[src/hdl/slxfp_pkg.sv]
// Shared constants and types of the sync/length/XOR frame parser.
`default_nettype none

package slxfp_pkg;

  localparam int MAX_PAYLOAD_DEF = 16;
  localparam int IDX_MAX_W       = 6;
  localparam int LEN_MAX_W       = 7;
  localparam int CMDQ_DEPTH      = 2;
  localparam int CFG_IDX_W       = 2;

  localparam logic [CFG_IDX_W-1:0] REG_SYNC_VALUE    = 2'd0;
  localparam logic [CFG_IDX_W-1:0] REG_FUNCTION_CODE = 2'd1;

  localparam logic [7:0] SYNC_RESET = 8'hFF;
  localparam logic [7:0] FUNC_RESET = 8'h10;

  localparam logic [1:0] ST_GOOD     = 2'd0;
  localparam logic [1:0] ST_EMPTY    = 2'd1;
  localparam logic [1:0] ST_BADSUM   = 2'd2;
  localparam logic [1:0] ST_OVERFLOW = 2'd3;

  typedef struct packed {
    logic [1:0]           status;
    logic [LEN_MAX_W-1:0] len;
  } frame_cmd_t;

  typedef struct packed {
    logic                 we;
    logic [IDX_MAX_W-1:0] addr;
    logic [7:0]           data;
  } store_wr_t;

  typedef struct packed {
    logic full;
    logic empty;
  } cmdq_status_t;

endpackage

`default_nettype wire

[src/hdl/slxfp_if.sv]
// Valid/ready channel interfaces for the received byte and result streams.
`default_nettype none

interface slxfp_in_if;
  logic       valid;
  logic       ready;
  logic [7:0] rx_byte;

  modport source (output valid, output rx_byte, input ready);
  modport sink   (input valid, input rx_byte, output ready);
endinterface

interface slxfp_out_if;
  logic       valid;
  logic       ready;
  logic [7:0] payload_byte;
  logic [5:0] byte_index;
  logic       last;
  logic [1:0] status;

  modport source (output valid, output payload_byte, output byte_index, output last,
                  output status, input ready);
  modport sink   (input valid, input payload_byte, input byte_index, input last,
                  input status, output ready);
endinterface

`default_nettype wire

[src/hdl/slxfp_front.sv]
// Front end: byte intake, frame phase tracking, payload store writes, frame commands.
`default_nettype none

module slxfp_front
  import slxfp_pkg::*;
#(
  parameter int MAX_PAYLOAD = MAX_PAYLOAD_DEF
) (
  input  logic                 clk,
  input  logic                 rst_n,
  input  logic                 cfg_we,
  input  logic [CFG_IDX_W-1:0] cfg_index,
  input  logic [7:0]           cfg_wdata,
  slxfp_in_if.sink             in_ch,
  input  cmdq_status_t         q_stat,
  input  logic                 back_busy,
  output logic                 push,
  output frame_cmd_t           push_cmd,
  output store_wr_t            st_wr
);

  localparam int LEN_W = $clog2(MAX_PAYLOAD + 1);

  localparam logic [2:0] PH_HUNT  = 3'd0;
  localparam logic [2:0] PH_FUNC  = 3'd1;
  localparam logic [2:0] PH_LEN   = 3'd2;
  localparam logic [2:0] PH_DATA  = 3'd3;
  localparam logic [2:0] PH_CHECK = 3'd4;

  logic [2:0]       phase_r, phase_nxt;
  logic [7:0]       sync_r, sync_nxt;
  logic [7:0]       func_r, func_nxt;
  logic [LEN_W-1:0] len_r, len_nxt;
  logic [LEN_W-1:0] taken_r, taken_nxt;
  logic [7:0]       xor_r, xor_nxt;
  logic             accept;
  logic [7:0]       b;

  assign b      = in_ch.rx_byte;
  assign accept = in_ch.valid && in_ch.ready;

  // Payload waits for idle back end and empty queue; length/checksum for queue room.
  always_comb begin
    unique case (phase_r)
      PH_LEN, PH_CHECK: in_ch.ready = !q_stat.full;
      PH_DATA:          in_ch.ready = !back_busy && q_stat.empty;
      default:          in_ch.ready = 1'b1;
    endcase
  end

  always_comb begin
    phase_nxt     = phase_r;
    sync_nxt      = sync_r;
    func_nxt      = func_r;
    len_nxt       = len_r;
    taken_nxt     = taken_r;
    xor_nxt       = xor_r;
    push          = 1'b0;
    push_cmd      = '0;
    st_wr.we      = 1'b0;
    st_wr.addr    = IDX_MAX_W'(taken_r);
    st_wr.data    = b;

    if (accept) begin
      unique case (phase_r)
        PH_FUNC: begin
          phase_nxt = (b == func_r) ? PH_LEN : PH_HUNT;
        end
        PH_LEN: begin
          if (b > 8'(MAX_PAYLOAD)) begin
            push            = 1'b1;
            push_cmd.status = ST_OVERFLOW;
            phase_nxt       = PH_HUNT;
          end else begin
            len_nxt   = LEN_W'(b);
            taken_nxt = '0;
            xor_nxt   = '0;
            phase_nxt = (b == 8'd0) ? PH_CHECK : PH_DATA;
          end
        end
        PH_DATA: begin
          st_wr.we  = 1'b1;
          xor_nxt   = xor_r ^ b;
          taken_nxt = taken_r + LEN_W'(1);
          if (taken_nxt == len_r) begin
            phase_nxt = PH_CHECK;
          end
        end
        PH_CHECK: begin
          push         = 1'b1;
          push_cmd.len = LEN_MAX_W'(len_r);
          if (b != xor_r) begin
            push_cmd.status = ST_BADSUM;
          end else if (len_r == '0) begin
            push_cmd.status = ST_EMPTY;
          end else begin
            push_cmd.status = ST_GOOD;
          end
          phase_nxt = PH_HUNT;
        end
        default: begin
          phase_nxt = (b == sync_r) ? PH_FUNC : PH_HUNT;
        end
      endcase
    end

    if (cfg_we) begin
      unique case (cfg_index)
        REG_SYNC_VALUE:    sync_nxt = cfg_wdata;
        REG_FUNCTION_CODE: func_nxt = cfg_wdata;
        default: ;
      endcase
    end
  end

  always_ff @(posedge clk) begin
    if (!rst_n) begin
      phase_r <= PH_HUNT;
      sync_r  <= SYNC_RESET;
      func_r  <= FUNC_RESET;
      len_r   <= '0;
      taken_r <= '0;
      xor_r   <= '0;
    end else begin
      phase_r <= phase_nxt;
      sync_r  <= sync_nxt;
      func_r  <= func_nxt;
      len_r   <= len_nxt;
      taken_r <= taken_nxt;
      xor_r   <= xor_nxt;
    end
  end

endmodule

`default_nettype wire

[src/hdl/slxfp_cmdq.sv]
// Short command queue between the front end and the result sequencer.
`default_nettype none

module slxfp_cmdq
  import slxfp_pkg::*;
(
  input  logic         clk,
  input  logic         rst_n,
  input  logic         push,
  input  frame_cmd_t   push_cmd,
  input  logic         pop,
  output frame_cmd_t   head,
  output cmdq_status_t stat
);

  localparam int PTR_W = (CMDQ_DEPTH > 1) ? $clog2(CMDQ_DEPTH) : 1;
  localparam int CNT_W = $clog2(CMDQ_DEPTH + 1);

  frame_cmd_t       q_r [CMDQ_DEPTH];
  logic [PTR_W-1:0] wptr_r, wptr_nxt;
  logic [PTR_W-1:0] rptr_r, rptr_nxt;
  logic [CNT_W-1:0] cnt_r, cnt_nxt;

  assign head       = q_r[rptr_r];
  assign stat.full  = (cnt_r == CNT_W'(CMDQ_DEPTH));
  assign stat.empty = (cnt_r == '0);

  always_comb begin
    wptr_nxt = wptr_r;
    rptr_nxt = rptr_r;
    cnt_nxt  = cnt_r;
    if (push) begin
      wptr_nxt = (wptr_r == PTR_W'(CMDQ_DEPTH - 1)) ? '0 : wptr_r + PTR_W'(1);
    end
    if (pop) begin
      rptr_nxt = (rptr_r == PTR_W'(CMDQ_DEPTH - 1)) ? '0 : rptr_r + PTR_W'(1);
    end
    priority if (push && !pop) begin
      cnt_nxt = cnt_r + CNT_W'(1);
    end else if (pop && !push) begin
      cnt_nxt = cnt_r - CNT_W'(1);
    end else begin
      cnt_nxt = cnt_r;
    end
  end

  always_ff @(posedge clk) begin
    if (push) begin
      q_r[wptr_r] <= push_cmd;
    end
  end

  always_ff @(posedge clk) begin
    if (!rst_n) begin
      wptr_r <= '0;
      rptr_r <= '0;
      cnt_r  <= '0;
    end else begin
      wptr_r <= wptr_nxt;
      rptr_r <= rptr_nxt;
      cnt_r  <= cnt_nxt;
    end
  end

endmodule

`default_nettype wire

[src/hdl/slxfp_back.sv]
// Back end: payload store and result sequencer with registered output.
`default_nettype none

module slxfp_back
  import slxfp_pkg::*;
#(
  parameter int MAX_PAYLOAD = MAX_PAYLOAD_DEF
) (
  input  logic         clk,
  input  logic         rst_n,
  input  store_wr_t    st_wr,
  input  frame_cmd_t   head,
  input  cmdq_status_t q_stat,
  output logic         pop,
  output logic         busy,
  slxfp_out_if.source  out_ch
);

  localparam int IDX_W = (MAX_PAYLOAD > 1) ? $clog2(MAX_PAYLOAD) : 1;
  localparam int LEN_W = $clog2(MAX_PAYLOAD + 1);

  logic [7:0]           store_r [MAX_PAYLOAD];
  logic [7:0]           rd_data_r;
  logic                 rd_ok_r, rd_ok_nxt;
  logic                 busy_r, busy_nxt;
  logic [LEN_W-1:0]     len_r, len_nxt;
  logic [IDX_W-1:0]     idx_r, idx_nxt;
  logic                 out_valid_r, out_valid_nxt;
  logic [7:0]           out_payload_r, out_payload_nxt;
  logic [IDX_MAX_W-1:0] out_index_r, out_index_nxt;
  logic                 out_last_r, out_last_nxt;
  logic [1:0]           out_status_r, out_status_nxt;
  logic                 slot_free;
  logic                 load_good;
  logic                 final_byte;

  assign slot_free  = !out_valid_r || out_ch.ready;
  assign pop        = !busy_r && !q_stat.empty && slot_free;
  // rd_ok_r marks that rd_data_r holds the entry at idx_r
  assign load_good  = busy_r && rd_ok_r && slot_free;
  assign final_byte = (LEN_W'(idx_r) + LEN_W'(1) == len_r);
  assign busy       = busy_r;

  always_comb begin
    busy_nxt        = busy_r;
    len_nxt         = len_r;
    idx_nxt         = idx_r;
    rd_ok_nxt       = busy_r && !load_good;
    out_valid_nxt   = out_valid_r && !out_ch.ready;
    out_payload_nxt = out_payload_r;
    out_index_nxt   = out_index_r;
    out_last_nxt    = out_last_r;
    out_status_nxt  = out_status_r;

    if (pop) begin
      if (head.status == ST_GOOD) begin
        busy_nxt = 1'b1;
        len_nxt  = LEN_W'(head.len);
        idx_nxt  = '0;
      end else begin
        out_valid_nxt   = 1'b1;
        out_payload_nxt = '0;
        out_index_nxt   = '0;
        out_last_nxt    = 1'b1;
        out_status_nxt  = head.status;
      end
    end

    if (load_good) begin
      out_valid_nxt   = 1'b1;
      out_payload_nxt = rd_data_r;
      out_index_nxt   = IDX_MAX_W'(idx_r);
      out_last_nxt    = final_byte;
      out_status_nxt  = ST_GOOD;
      if (final_byte) begin
        busy_nxt = 1'b0;
      end else begin
        idx_nxt = idx_r + IDX_W'(1);
      end
    end
  end

  always_ff @(posedge clk) begin
    if (st_wr.we) begin
      store_r[st_wr.addr[IDX_W-1:0]] <= st_wr.data;
    end
    rd_data_r <= store_r[idx_r];
  end

  always_ff @(posedge clk) begin
    out_payload_r <= out_payload_nxt;
    out_index_r   <= out_index_nxt;
    out_last_r    <= out_last_nxt;
    out_status_r  <= out_status_nxt;
    len_r         <= len_nxt;
  end

  always_ff @(posedge clk) begin
    if (!rst_n) begin
      busy_r      <= 1'b0;
      rd_ok_r     <= 1'b0;
      idx_r       <= '0;
      out_valid_r <= 1'b0;
    end else begin
      busy_r      <= busy_nxt;
      rd_ok_r     <= rd_ok_nxt;
      idx_r       <= idx_nxt;
      out_valid_r <= out_valid_nxt;
    end
  end

  assign out_ch.valid        = out_valid_r;
  assign out_ch.payload_byte = out_payload_r;
  assign out_ch.byte_index   = out_index_r;
  assign out_ch.last         = out_last_r;
  assign out_ch.status       = out_status_r;

endmodule

`default_nettype wire

[src/hdl/sync_length_xor_frame_parser.sv]
// Error, overflow and empty-frame results pass the queue and then the output register;
//   good-frame bytes pass the queue, the index, store read and output registers in turn.
// Throughput: 1 byte/cycle; payload bytes wait for an empty command queue and an idle
//   back end, length and checksum bytes stall while the 2-deep command queue is full.
// Reset: synchronous, active low; clears phase, counters, queue and output valid, loads
//   sync_value 0xFF and function_code 0x10; payload store is not cleared.
`default_nettype none

module sync_length_xor_frame_parser
  import slxfp_pkg::*;
#(
  parameter int MAX_PAYLOAD = MAX_PAYLOAD_DEF
) (
  input  logic                 clk,
  input  logic                 rst_n,
  input  logic                 cfg_we,
  input  logic [CFG_IDX_W-1:0] cfg_index,
  input  logic [7:0]           cfg_wdata,
  slxfp_in_if.sink             in_ch,
  slxfp_out_if.source          out_ch
);

  cmdq_status_t q_stat;
  frame_cmd_t   push_cmd;
  frame_cmd_t   head;
  store_wr_t    st_wr;
  logic         push;
  logic         pop;
  logic         back_busy;

  slxfp_front #(
    .MAX_PAYLOAD (MAX_PAYLOAD)
  ) u_front (
    .clk       (clk),
    .rst_n     (rst_n),
    .cfg_we    (cfg_we),
    .cfg_index (cfg_index),
    .cfg_wdata (cfg_wdata),
    .in_ch     (in_ch),
    .q_stat    (q_stat),
    .back_busy (back_busy),
    .push      (push),
    .push_cmd  (push_cmd),
    .st_wr     (st_wr)
  );

  slxfp_cmdq u_cmdq (
    .clk      (clk),
    .rst_n    (rst_n),
    .push     (push),
    .push_cmd (push_cmd),
    .pop      (pop),
    .head     (head),
    .stat     (q_stat)
  );

  slxfp_back #(
    .MAX_PAYLOAD (MAX_PAYLOAD)
  ) u_back (
    .clk    (clk),
    .rst_n  (rst_n),
    .st_wr  (st_wr),
    .head   (head),
    .q_stat (q_stat),
    .pop    (pop),
    .busy   (back_busy),
    .out_ch (out_ch)
  );

endmodule

`default_nettype wire

[src/flat_wrapper.sv]
// flat-port wrapper written by rule: the top's interface ports become plain ports
module sync_length_xor_frame_parser_flat import slxfp_pkg::*;
#(
  parameter int MAX_PAYLOAD = MAX_PAYLOAD_DEF
)
  (clk, rst_n, cfg_we, cfg_index, cfg_wdata, in_ch_valid, in_ch_rx_byte, in_ch_ready, out_ch_valid, out_ch_payload_byte, out_ch_byte_index, out_ch_last, out_ch_status, out_ch_ready);
  slxfp_in_if in_ch_i ();
  slxfp_out_if out_ch_i ();
  input  logic clk;
  input  logic rst_n;
  input  logic cfg_we;
  input  logic [CFG_IDX_W-1:0] cfg_index;
  input  logic [7:0] cfg_wdata;
  input wire logic [$bits(in_ch_i.valid)-1:0] in_ch_valid;
  input wire logic [$bits(in_ch_i.rx_byte)-1:0] in_ch_rx_byte;
  output wire logic [$bits(in_ch_i.ready)-1:0] in_ch_ready;
  output wire logic [$bits(out_ch_i.valid)-1:0] out_ch_valid;
  output wire logic [$bits(out_ch_i.payload_byte)-1:0] out_ch_payload_byte;
  output wire logic [$bits(out_ch_i.byte_index)-1:0] out_ch_byte_index;
  output wire logic [$bits(out_ch_i.last)-1:0] out_ch_last;
  output wire logic [$bits(out_ch_i.status)-1:0] out_ch_status;
  input wire logic [$bits(out_ch_i.ready)-1:0] out_ch_ready;
  assign in_ch_i.valid = in_ch_valid;
  assign in_ch_i.rx_byte = in_ch_rx_byte;
  assign in_ch_ready = in_ch_i.ready;
  assign out_ch_valid = out_ch_i.valid;
  assign out_ch_payload_byte = out_ch_i.payload_byte;
  assign out_ch_byte_index = out_ch_i.byte_index;
  assign out_ch_last = out_ch_i.last;
  assign out_ch_status = out_ch_i.status;
  assign out_ch_i.ready = out_ch_ready;
  sync_length_xor_frame_parser #(.MAX_PAYLOAD(MAX_PAYLOAD)) u_core (.clk(clk), .rst_n(rst_n), .cfg_we(cfg_we), .cfg_index(cfg_index), .cfg_wdata(cfg_wdata), .in_ch(in_ch_i), .out_ch(out_ch_i));
endmodule
[config.mk]
export PLATFORM = sky130hd
export DESIGN_NAME = sync_length_xor_frame_parser_flat
export DESIGN_NICKNAME = d
export VERILOG_FILES = /design/src/hdl/slxfp_pkg.sv /design/src/hdl/slxfp_if.sv /design/src/hdl/slxfp_front.sv /design/src/hdl/slxfp_cmdq.sv /design/src/hdl/slxfp_back.sv /design/src/hdl/sync_length_xor_frame_parser.sv /design/src/flat_wrapper.sv
export SDC_FILE = /design/constraint.sdc
export NUM_CORES = 1
export LEC_CHECK = 0
export BUFFER_PORTS_ARGS = -buffer_cell sky130_fd_sc_hd__buf_2
export CORE_ASPECT_RATIO = 1.1
export CORE_MARGIN = 3
export CORE_UTILIZATION = 37
export DETAILED_ROUTE_END_ITERATION = 7
export HOLD_SLACK_MARGIN = 0.1
export PLACE_DENSITY = 0.62
export SETUP_SLACK_MARGIN = 0.05
export SLEW_MARGIN = 25
export SYNTH_ARGS = -nofsm -noshare
export SYNTH_HDL_FRONTEND = slang
export SYNTH_SLANG_ARGS = --single-unit
[constraint.sdc]
create_clock -name clk -period 4.44 [get_ports clk]
set_input_delay 0.444 -clock clk [delete_from_list [all_inputs] [get_ports clk]]
set_output_delay 0.444 -clock clk [all_outputs]
set_load 0.01 [all_outputs]
==> run_results.csv, run 1 <==
group,metric,value,unit
sta,slew_of_the_pin_with_the_lowest_slew_margin,1.05,ns
hold_path,timing.hold.worst_endpoint,"u_core.u_front.sync_r[4]",
grt,global_route.usage.total,14.3,%
floorplanning,floorplan.die_area,0.0269,mm²
yosys,synth_enable_flop_cells,160,
route,detailedRoute.firstPassIterationCount,5,
yosys,post_synth_inst_count,677,
power_and_ir_drop,power.static_leakage,3.55,nW
worst_setup_path,crit-reg2reg-capture,"u_core.u_back.store_r[5][6]",
layout,layout-area-overhead-vs-synth,13.2,%
sta,final-max-slew-violation-count,0,
yosys,synth_top_flop_cell,"sky130_fd_sc_hd__edfxtp_1",
worst_setup_path,rr_startpoint,"u_core.u_front.phase_r[1]",
clocking,cts_resized,0,
sta,rsz_0062_raised_after_global_routing,"no",
grt,grt_pass1_wl,30000,µm
worst_setup_path,ff2ff_path_depth,6,
worst_setup_path,critical_path.n_buffers_inverters,1,
yosys,ys_seq_area_share,64.7,%
hold_path,holdCritPathClass,"primary input to flop",
power_and_ir_drop,power.share.sequential,50.3,%
placement,gp_routability_congestion,0.790,
clocking,clock_sinks,219,
worst_setup_path,critPathArrivalTime,2.72,ns
yosys,synth_most_common_cell,"sky130_fd_sc_hd__edfxtp_1",
run_status,status,"finished clean",
clocking,cts_tree,"yes",
worst_setup_path,cp_max_fo,13,
sta,setup_tns,0,ns
placement,placedCellCount,992,
layout,diodes,0,
power_and_ir_drop,cellInternalPower,0.00365,W
sta,max_fclk,382,MHz
yosys,synth_area,0.00925,mm²
power_and_ir_drop,power.density_cell_area,447,mW/mm²
yosys,postSynthAreaPerCell,13.7,µm²
power_and_ir_drop,part_of_the_power_in_combinational_logic,8.3,%
power_and_ir_drop,peakVddDrop,0.237,mV
placement,place.detailed.hpwl,12600,µm
route,avgRoutedWirePerCell,18.6,µm
clocking,cts_setup_buffers,0,
yosys,yosys-top-cells-area,"sky130_fd_sc_hd__edfxtp_1 (52%), sky130_fd_sc_hd__dfxtp_1 (13%), sky130_fd_sc_hd__mux2i_1 (4.0%)",
worst_setup_path,cp_cell_sequence,"and2b_1 > o2111ai_1 > nor2_1 > buf_4 > nand2_1 > nor2_1",
route,number_of_nets_with_antenna_violations_after_detailed_routing,0,
sta,max_transition_margin,29.8,%
worst_setup_path,category_of_the_worst_setup_path_capture_point,"flop",
grt,grt_antenna_before_repair,0,
worst_setup_path,critical_path_class,"flop to flop",
floorplanning,ios,42,
worst_setup_path,timing.critical_path.slowest_cell_delay,0.82,ns
hold_path,timing.hold.worst_path_depth,3,
sta,clock_skew,0.0120,ns
clocking,tritoncts.num_buffers,23,
yosys,postSynth.asyncResetShare,0,%
worst_setup_path,worst-endpoint-required,4.55,ns
clocking,ctsHoldBuffers,0,
placement,io_buffers,39,
yosys,synth_common_cells,"sky130_fd_sc_hd__edfxtp_1 (160), sky130_fd_sc_hd__dfxtp_1 (59), sky130_fd_sc_hd__nand2_1 (57), sky130_fd_sc_hd__mux2i_1 (37), sky130_fd_sc_hd__nor2_1 (36)",
route,post-route-drc-count,0,
yosys,synth_top_area_share,52.0,%
clocking,insertion_delay,0.50,ns
worst_setup_path,cpMostUsedCell,"sky130_fd_sc_hd__nor2_1",
yosys,synth_seq_cells,219,
route,wirelength,19200,µm
yosys,synth.largest_area_cell,"sky130_fd_sc_hd__edfxtp_1",
route,viasPerCell,5.24,
clocking,clock-root-buffer,"sky130_fd_sc_hd__clkbuf_16",
route,routed-via-count,5414,
layout,layout_cell_share_with_drive_strength_beyond_1,17.6,%
sta,count_of_final_hold_check_violations,0,
clocking,cts-root-to-sink-buffers,3,
yosys,synth.yosys.warnings,0,
floorplanning,rows,60,
worst_setup_path,critPathTopFamily,"simple AND/OR/NAND/NOR gates",
worst_setup_path,setup.worst_path.start_class,"flop",
grt,first_global_vias,5338,
hold_path,hold_path_startpoint,"cfg_wdata[4]",
power_and_ir_drop,total_switching_power,0.00102,W
grt,globalRouteOverflowTotal,0,
worst_setup_path,critPathSlowestCell,"sky130_fd_sc_hd__nor2_1",
sta,final_critical_delay_including_setup_and_external_delays,2.61,ns
grt,grt_max_degree,41,
clocking,htreeDepth,1,
floorplanning,die_height,172,µm
route,drt_first_iter_violations,350,
floorplanning,die_x,157,µm
layout,n_fill_cell,2198,
layout,instances_no_fill,1033,
job,timing.max_cap.violations,0,
clocking,cts.clk_slew.worst_paths,0.06,ns
sta,post-route-period-util,58.9,%
floorplanning,start_util,37.7,%
worst_setup_path,r2r_setup_slack,1.83,ns
yosys,synth.distinct_cells,64,
power_and_ir_drop,clock_power_share,41.4,%
layout,num-nets-final,736,
floorplanning,core,0.0245,mm²
power_and_ir_drop,power_switching_share,21.9,%
sta,setup-violations-final,0,
[cell type report]
| class | instances | area (µm²) | area share, % |
|---|---|---|---|
| Clock buffer | 35 | 664 | 6.35 |
| Clock inverter | 6 | 101 | 0.968 |
| Inverter | 8 | 30.0 | 0.287 |
| Multi-Input combinational cell | 407 | 3030 | 29.0 |
| Sequential cell | 219 | 5990 | 57.2 |
| Tap cell | 310 | 388 | 3.71 |
| Timing Repair Buffer | 48 | 263 | 2.51 |
[kinds of logic (layout without fill, tap and decap cells)]
kind of cell               after synthesis  in the layout  share of synthesized area, %
buffers and inverters                   52             97                          2.67
other                                    1              2                        0.0406
adders and majority gates                6              6                         0.812
xor gates and xnor gates                40             40                          3.79
AOI/OAI and AO/OA                      100            100                          7.57
DFF                                    219            219                          64.7
and+or+nand+nor                        190            190                          10.5
muxes                                   69             69                          9.89
[power groups by stage]
stage	registers [W]	clock network, W	logic [W]
detailed placement	0.00239	0	0.000395
global route	0.00236	0.00207	0.000438
finish	0.00235	0.00194	0.000387
CTS	0.00235	0.00198	0.000397
floorplan	0.00239	0	0.000262
global placement	0.00239	0	0.000391
[worst max path at each step]
stage / from / endpoint / slack (ns) / cells after the start
after floorplan: in_ch_rx_byte[0] / u_core.u_cmdq.cnt_r[1] / 2.14 / 9
final: u_core.u_front.phase_r[1] / u_core.u_back.store_r[5][6] / 1.83 / 6
after detailed placement: in_ch_rx_byte[0] / u_core.u_cmdq.cnt_r[1] / 1.76 / 9
after CTS: u_core.u_front.phase_r[1] / u_core.u_back.store_r[5][2] / 1.76 / 6
after global placement: u_core.u_front.phase_r[1] / u_core.u_back.store_r[3][4] / 1.69 / 6
after global routing: u_core.u_front.phase_r[1] / u_core.u_back.store_r[5][7] / 1.60 / 6
[flip-flops by register name (all words and copies together) (netlist names), 2 cells and up, named ones only]
register / flops
u_core.u_back.len_r: 5
u_core.u_front.len_r: 5
u_core.u_back.out_ch.status: 2
u_core.u_cmdq.cnt_r: 2
u_core.u_back.out_ch.byte_index: 4
u_core.u_cmdq.q_r: 14
u_core.u_back.store_r: 128
u_core.u_front.phase_r: 3
u_core.u_back.rd_data_r: 8
u_core.u_back.idx_r: 4
u_core.u_front.func_r: 8
u_core.u_front.sync_r: 8
u_core.u_back.out_ch.payload_byte: 8
u_core.u_front.taken_r: 5
u_core.u_front.xor_r: 8
[layer usage]
layer  wire, µm  global-route usage (%)  vias to the layer above
met4        312                    3.46                        0
met5          0                       0                        -
met3        958                    2.34                       26
li1           -                       -                     2603
met2       9410                    24.5                      123
met1       8530                    19.1                     2662
[cells in the final DEF, fill, tap and decap left out, types with 15 or more instances in the layout]
cell type                   instances
sky130_fd_sc_hd__nor2_1            36
sky130_fd_sc_hd__dfxtp_1           58
sky130_fd_sc_hd__nand2_1           57
sky130_fd_sc_hd__a21oi_1           18
sky130_fd_sc_hd__edfxtp_1         160
sky130_fd_sc_hd__xnor2_1           27
sky130_fd_sc_hd__buf_2             39
sky130_fd_sc_hd__and2_1            21
sky130_fd_sc_hd__mux2i_1           37
sky130_fd_sc_hd__o21ai_0           31
sky130_fd_sc_hd__mux2_2            15
sky130_fd_sc_hd__mux4_2            16
sky130_fd_sc_hd__nand3_1           15
sky130_fd_sc_hd__clkbuf_16         23
[tightest hold or removal path, delay by kind of cell]
family,cells,cell delay (ns)
AND/OR/NAND/NOR,2,0.10
buffers and inverters,1,0.09
[per-stage QoR]
stage | power, W | hold WS (ns) | util [%] | setup WS, ns | cell area [µm²]
2_1_floorplan | 0.00265 | 0.453 | - | 2.14 | 9250
3_3_place_gp | 0.00278 | 0.445 | 39.4 | 1.69 | 9680
3_5_place_dp | 0.00279 | 0.447 | 39.5 | 1.76 | 9690
4_1_cts | 0.00473 | 0.160 | 42.6 | 1.76 | 10500
5_1_grt | 0.00487 | 0.187 | 42.6 | 1.60 | 10500
6_report | 0.00467 | 0.177 | 42.6 | 1.83 | 10500
Power figures use the tool's default switching activity.
==> run 2, diff against run 1 <==
==> constraint.sdc (replaced) <==
create_clock -name clk -period 2.67 [get_ports clk]
set_input_delay 0.267 -clock clk [delete_from_list [all_inputs] [get_ports clk]]
set_output_delay 0.267 -clock clk [all_outputs]
set_load 0.01 [all_outputs]
==> run_results.csv, run 2 (same netlist as run 1, synthesis figures left out) <==
group,metric,value,unit
clocking,insertion_delay,0.52,ns
worst_setup_path,critPathArrivalTime,2.74,ns
layout,layout_cell_share_with_drive_strength_beyond_1,20.3,%
floorplanning,core,0.0245,mm²
power_and_ir_drop,power_switching_share,23.3,%
worst_setup_path,setup.worst_path.start_class,"flop",
sta,max_fclk,434,MHz
worst_setup_path,worst-endpoint-required,3.11,ns
layout,n_fill_cell,2204,
worst_setup_path,r2r_setup_slack,0.36,ns
floorplanning,start_util,37.7,%
route,detailedRoute.firstPassIterationCount,5,
sta,slew_of_the_pin_with_the_lowest_slew_margin,0.938,ns
floorplanning,die_x,157,µm
sta,rsz_0062_raised_after_global_routing,"no",
route,wirelength,19900,µm
clocking,clock-root-buffer,"sky130_fd_sc_hd__clkbuf_16",
sta,setup_tns,0,ns
layout,largest_reg_flops,128,
grt,grt_pass1_wl,31300,µm
grt,globalRouteOverflowTotal,0,
worst_setup_path,critical_path_class,"flop to flop",
layout,instances_no_fill,1070,
power_and_ir_drop,clock_power_share,40.6,%
sta,post-route-period-util,86.4,%
power_and_ir_drop,power.static_leakage,3.70,nW
floorplanning,rows,60,
clocking,clock_sinks,219,
floorplanning,ios,42,
route,number_of_nets_with_antenna_violations_after_detailed_routing,0,
sta,setup-violations-final,0,
power_and_ir_drop,total_switching_power,0.00181,W
sta,count_of_final_hold_check_violations,0,
route,post-route-drc-count,0,
power_and_ir_drop,power.share.sequential,50.3,%
grt,first_global_vias,5604,
power_and_ir_drop,peakVddDrop,0.419,mV
route,drt_first_iter_violations,367,
clocking,cts_tree,"yes",
route,avgRoutedWirePerCell,18.6,µm
placement,dpl-instance-area,0.00989,mm²
placement,io_buffers,39,
route,viasPerCell,5.21,
worst_setup_path,category_of_the_worst_setup_path_capture_point,"flop",
sta,final_critical_delay_including_setup_and_external_delays,2.31,ns
sta,clock_skew,0.0268,ns
grt,grt_max_degree,54,
layout,fin_area,0.0107,mm²
sta,hold-worst-slack,0.130,ns
layout,area.sequential,0.00599,mm²
layout,layout-area-overhead-vs-synth,16.1,%
floorplanning,floorplan.die_area,0.0269,mm²
clocking,cts-root-to-sink-buffers,3,
sta,final-max-slew-violation-count,0,
placement,gp_routability_congestion,0.796,
clocking,tritoncts.num_buffers,24,
grt,grt_antenna_before_repair,0,
clocking,cts_resized,0,
placement,placedCellCount,1018,
layout,mostFrequentLayoutCells,"sky130_fd_sc_hd__edfxtp_1 (160), sky130_fd_sc_hd__dfxtp_1 (58), sky130_fd_sc_hd__nand2_1 (57), sky130_fd_sc_hd__buf_2 (39), sky130_fd_sc_hd__mux2i_1 (37)",
sta,max_transition_margin,37.3,%
clocking,cts.clk_slew.worst_paths,0.06,ns
hold_path,holdCritPathClass,"primary input to flop",
layout,final_core_utilization,43.7,%
power_and_ir_drop,power.density_cell_area,722,mW/mm²
layout,layout_commonest_cell,"sky130_fd_sc_hd__edfxtp_1",
layout,multi_input_comb_area,0.00302,mm²
run_status,status,"finished clean",
layout,num-nets-final,771,
power_and_ir_drop,part_of_the_power_in_combinational_logic,9.1,%
layout,diodes,0,
worst_setup_path,cp_max_fo,9,
placement,place.detailed.hpwl,13100,µm
job,timing.max_cap.violations,0,
grt,global_route.usage.total,14.9,%
route,routed-via-count,5572,
power_and_ir_drop,cellInternalPower,0.00595,W
floorplanning,die_height,172,µm
clocking,htreeDepth,1,
[run 2: critical path, stage by stage, from the launching register on]
cell                      delay [ns]
sky130_fd_sc_hd__dfxtp_1        0.52
sky130_fd_sc_hd__and3b_1        0.35
sky130_fd_sc_hd__o21ai_0        0.17
sky130_fd_sc_hd__and3_1         0.21
sky130_fd_sc_hd__nand2_1        0.10
sky130_fd_sc_hd__inv_1          0.07
sky130_fd_sc_hd__ha_1           0.33
sky130_fd_sc_hd__or3_1          0.35
sky130_fd_sc_hd__a21oi_1        0.14
[run 2: metrics by stage]
step	total power (W)	setup slack [ns]
2_1_floorplan	0.00441	0.375
3_3_place_gp	0.00467	0.319
3_5_place_dp	0.00468	0.295
4_1_cts	0.00784	0.378
5_1_grt	0.00808	0.168
6_report	0.00775	0.364
[run 2: cell type report]
cell class,instances,area share [%]
clock buffer,25,5.63
clock inverter,19,1.48
inverter,8,0.280
multi-input combinational,407,28.1
sequential,219,55.8
tap,310,3.61
timing repair buffer,82,5.13
[run 2: repair_timing]
action                                 4_1_cts  5_1_grt
hold buffers                                 8        0
endpoints found under the hold margin       16        0
buffers inserted                             0        0
[run 2: layer usage]
layer  wire [µm]  vias to the layer above  GRT usage [%]  part of all wire (%)
li1            -                     2664              -                     -
met1        8390                     2754           18.5                    42
met2       10300                      130           27.0                    52
met3         870                       24           2.57                   4.4
met4         350                        0           3.65                   1.8
met5           0                        -              0                     0
[run 2: path summary, 6_finish.rpt]
check | startpoint | end | depth (start not counted)
setup / recovery | u_core.u_front.phase_r[0] | u_core.u_cmdq.cnt_r[1] | 8
setup reg to reg | u_core.u_front.phase_r[0] | u_core.u_cmdq.cnt_r[1] | 8
hold reg to reg | u_core.u_back.out_ch.status[0] | u_core.u_back.out_ch.status[0] | 2
hold / removal | out_ch_ready | u_core.u_back.out_ch.valid | 3
[run 2: power groups by stage]
stage	sequential (W)	combinational [W]	clock, W
after global routing	0.00392	0.000795	0.00337
after global placement	0.00397	0.000697	0
after detailed placement	0.00397	0.000705	0
after CTS	0.00390	0.000720	0.00322
final	0.00390	0.000703	0.00315
after floorplan	0.00398	0.000435	0
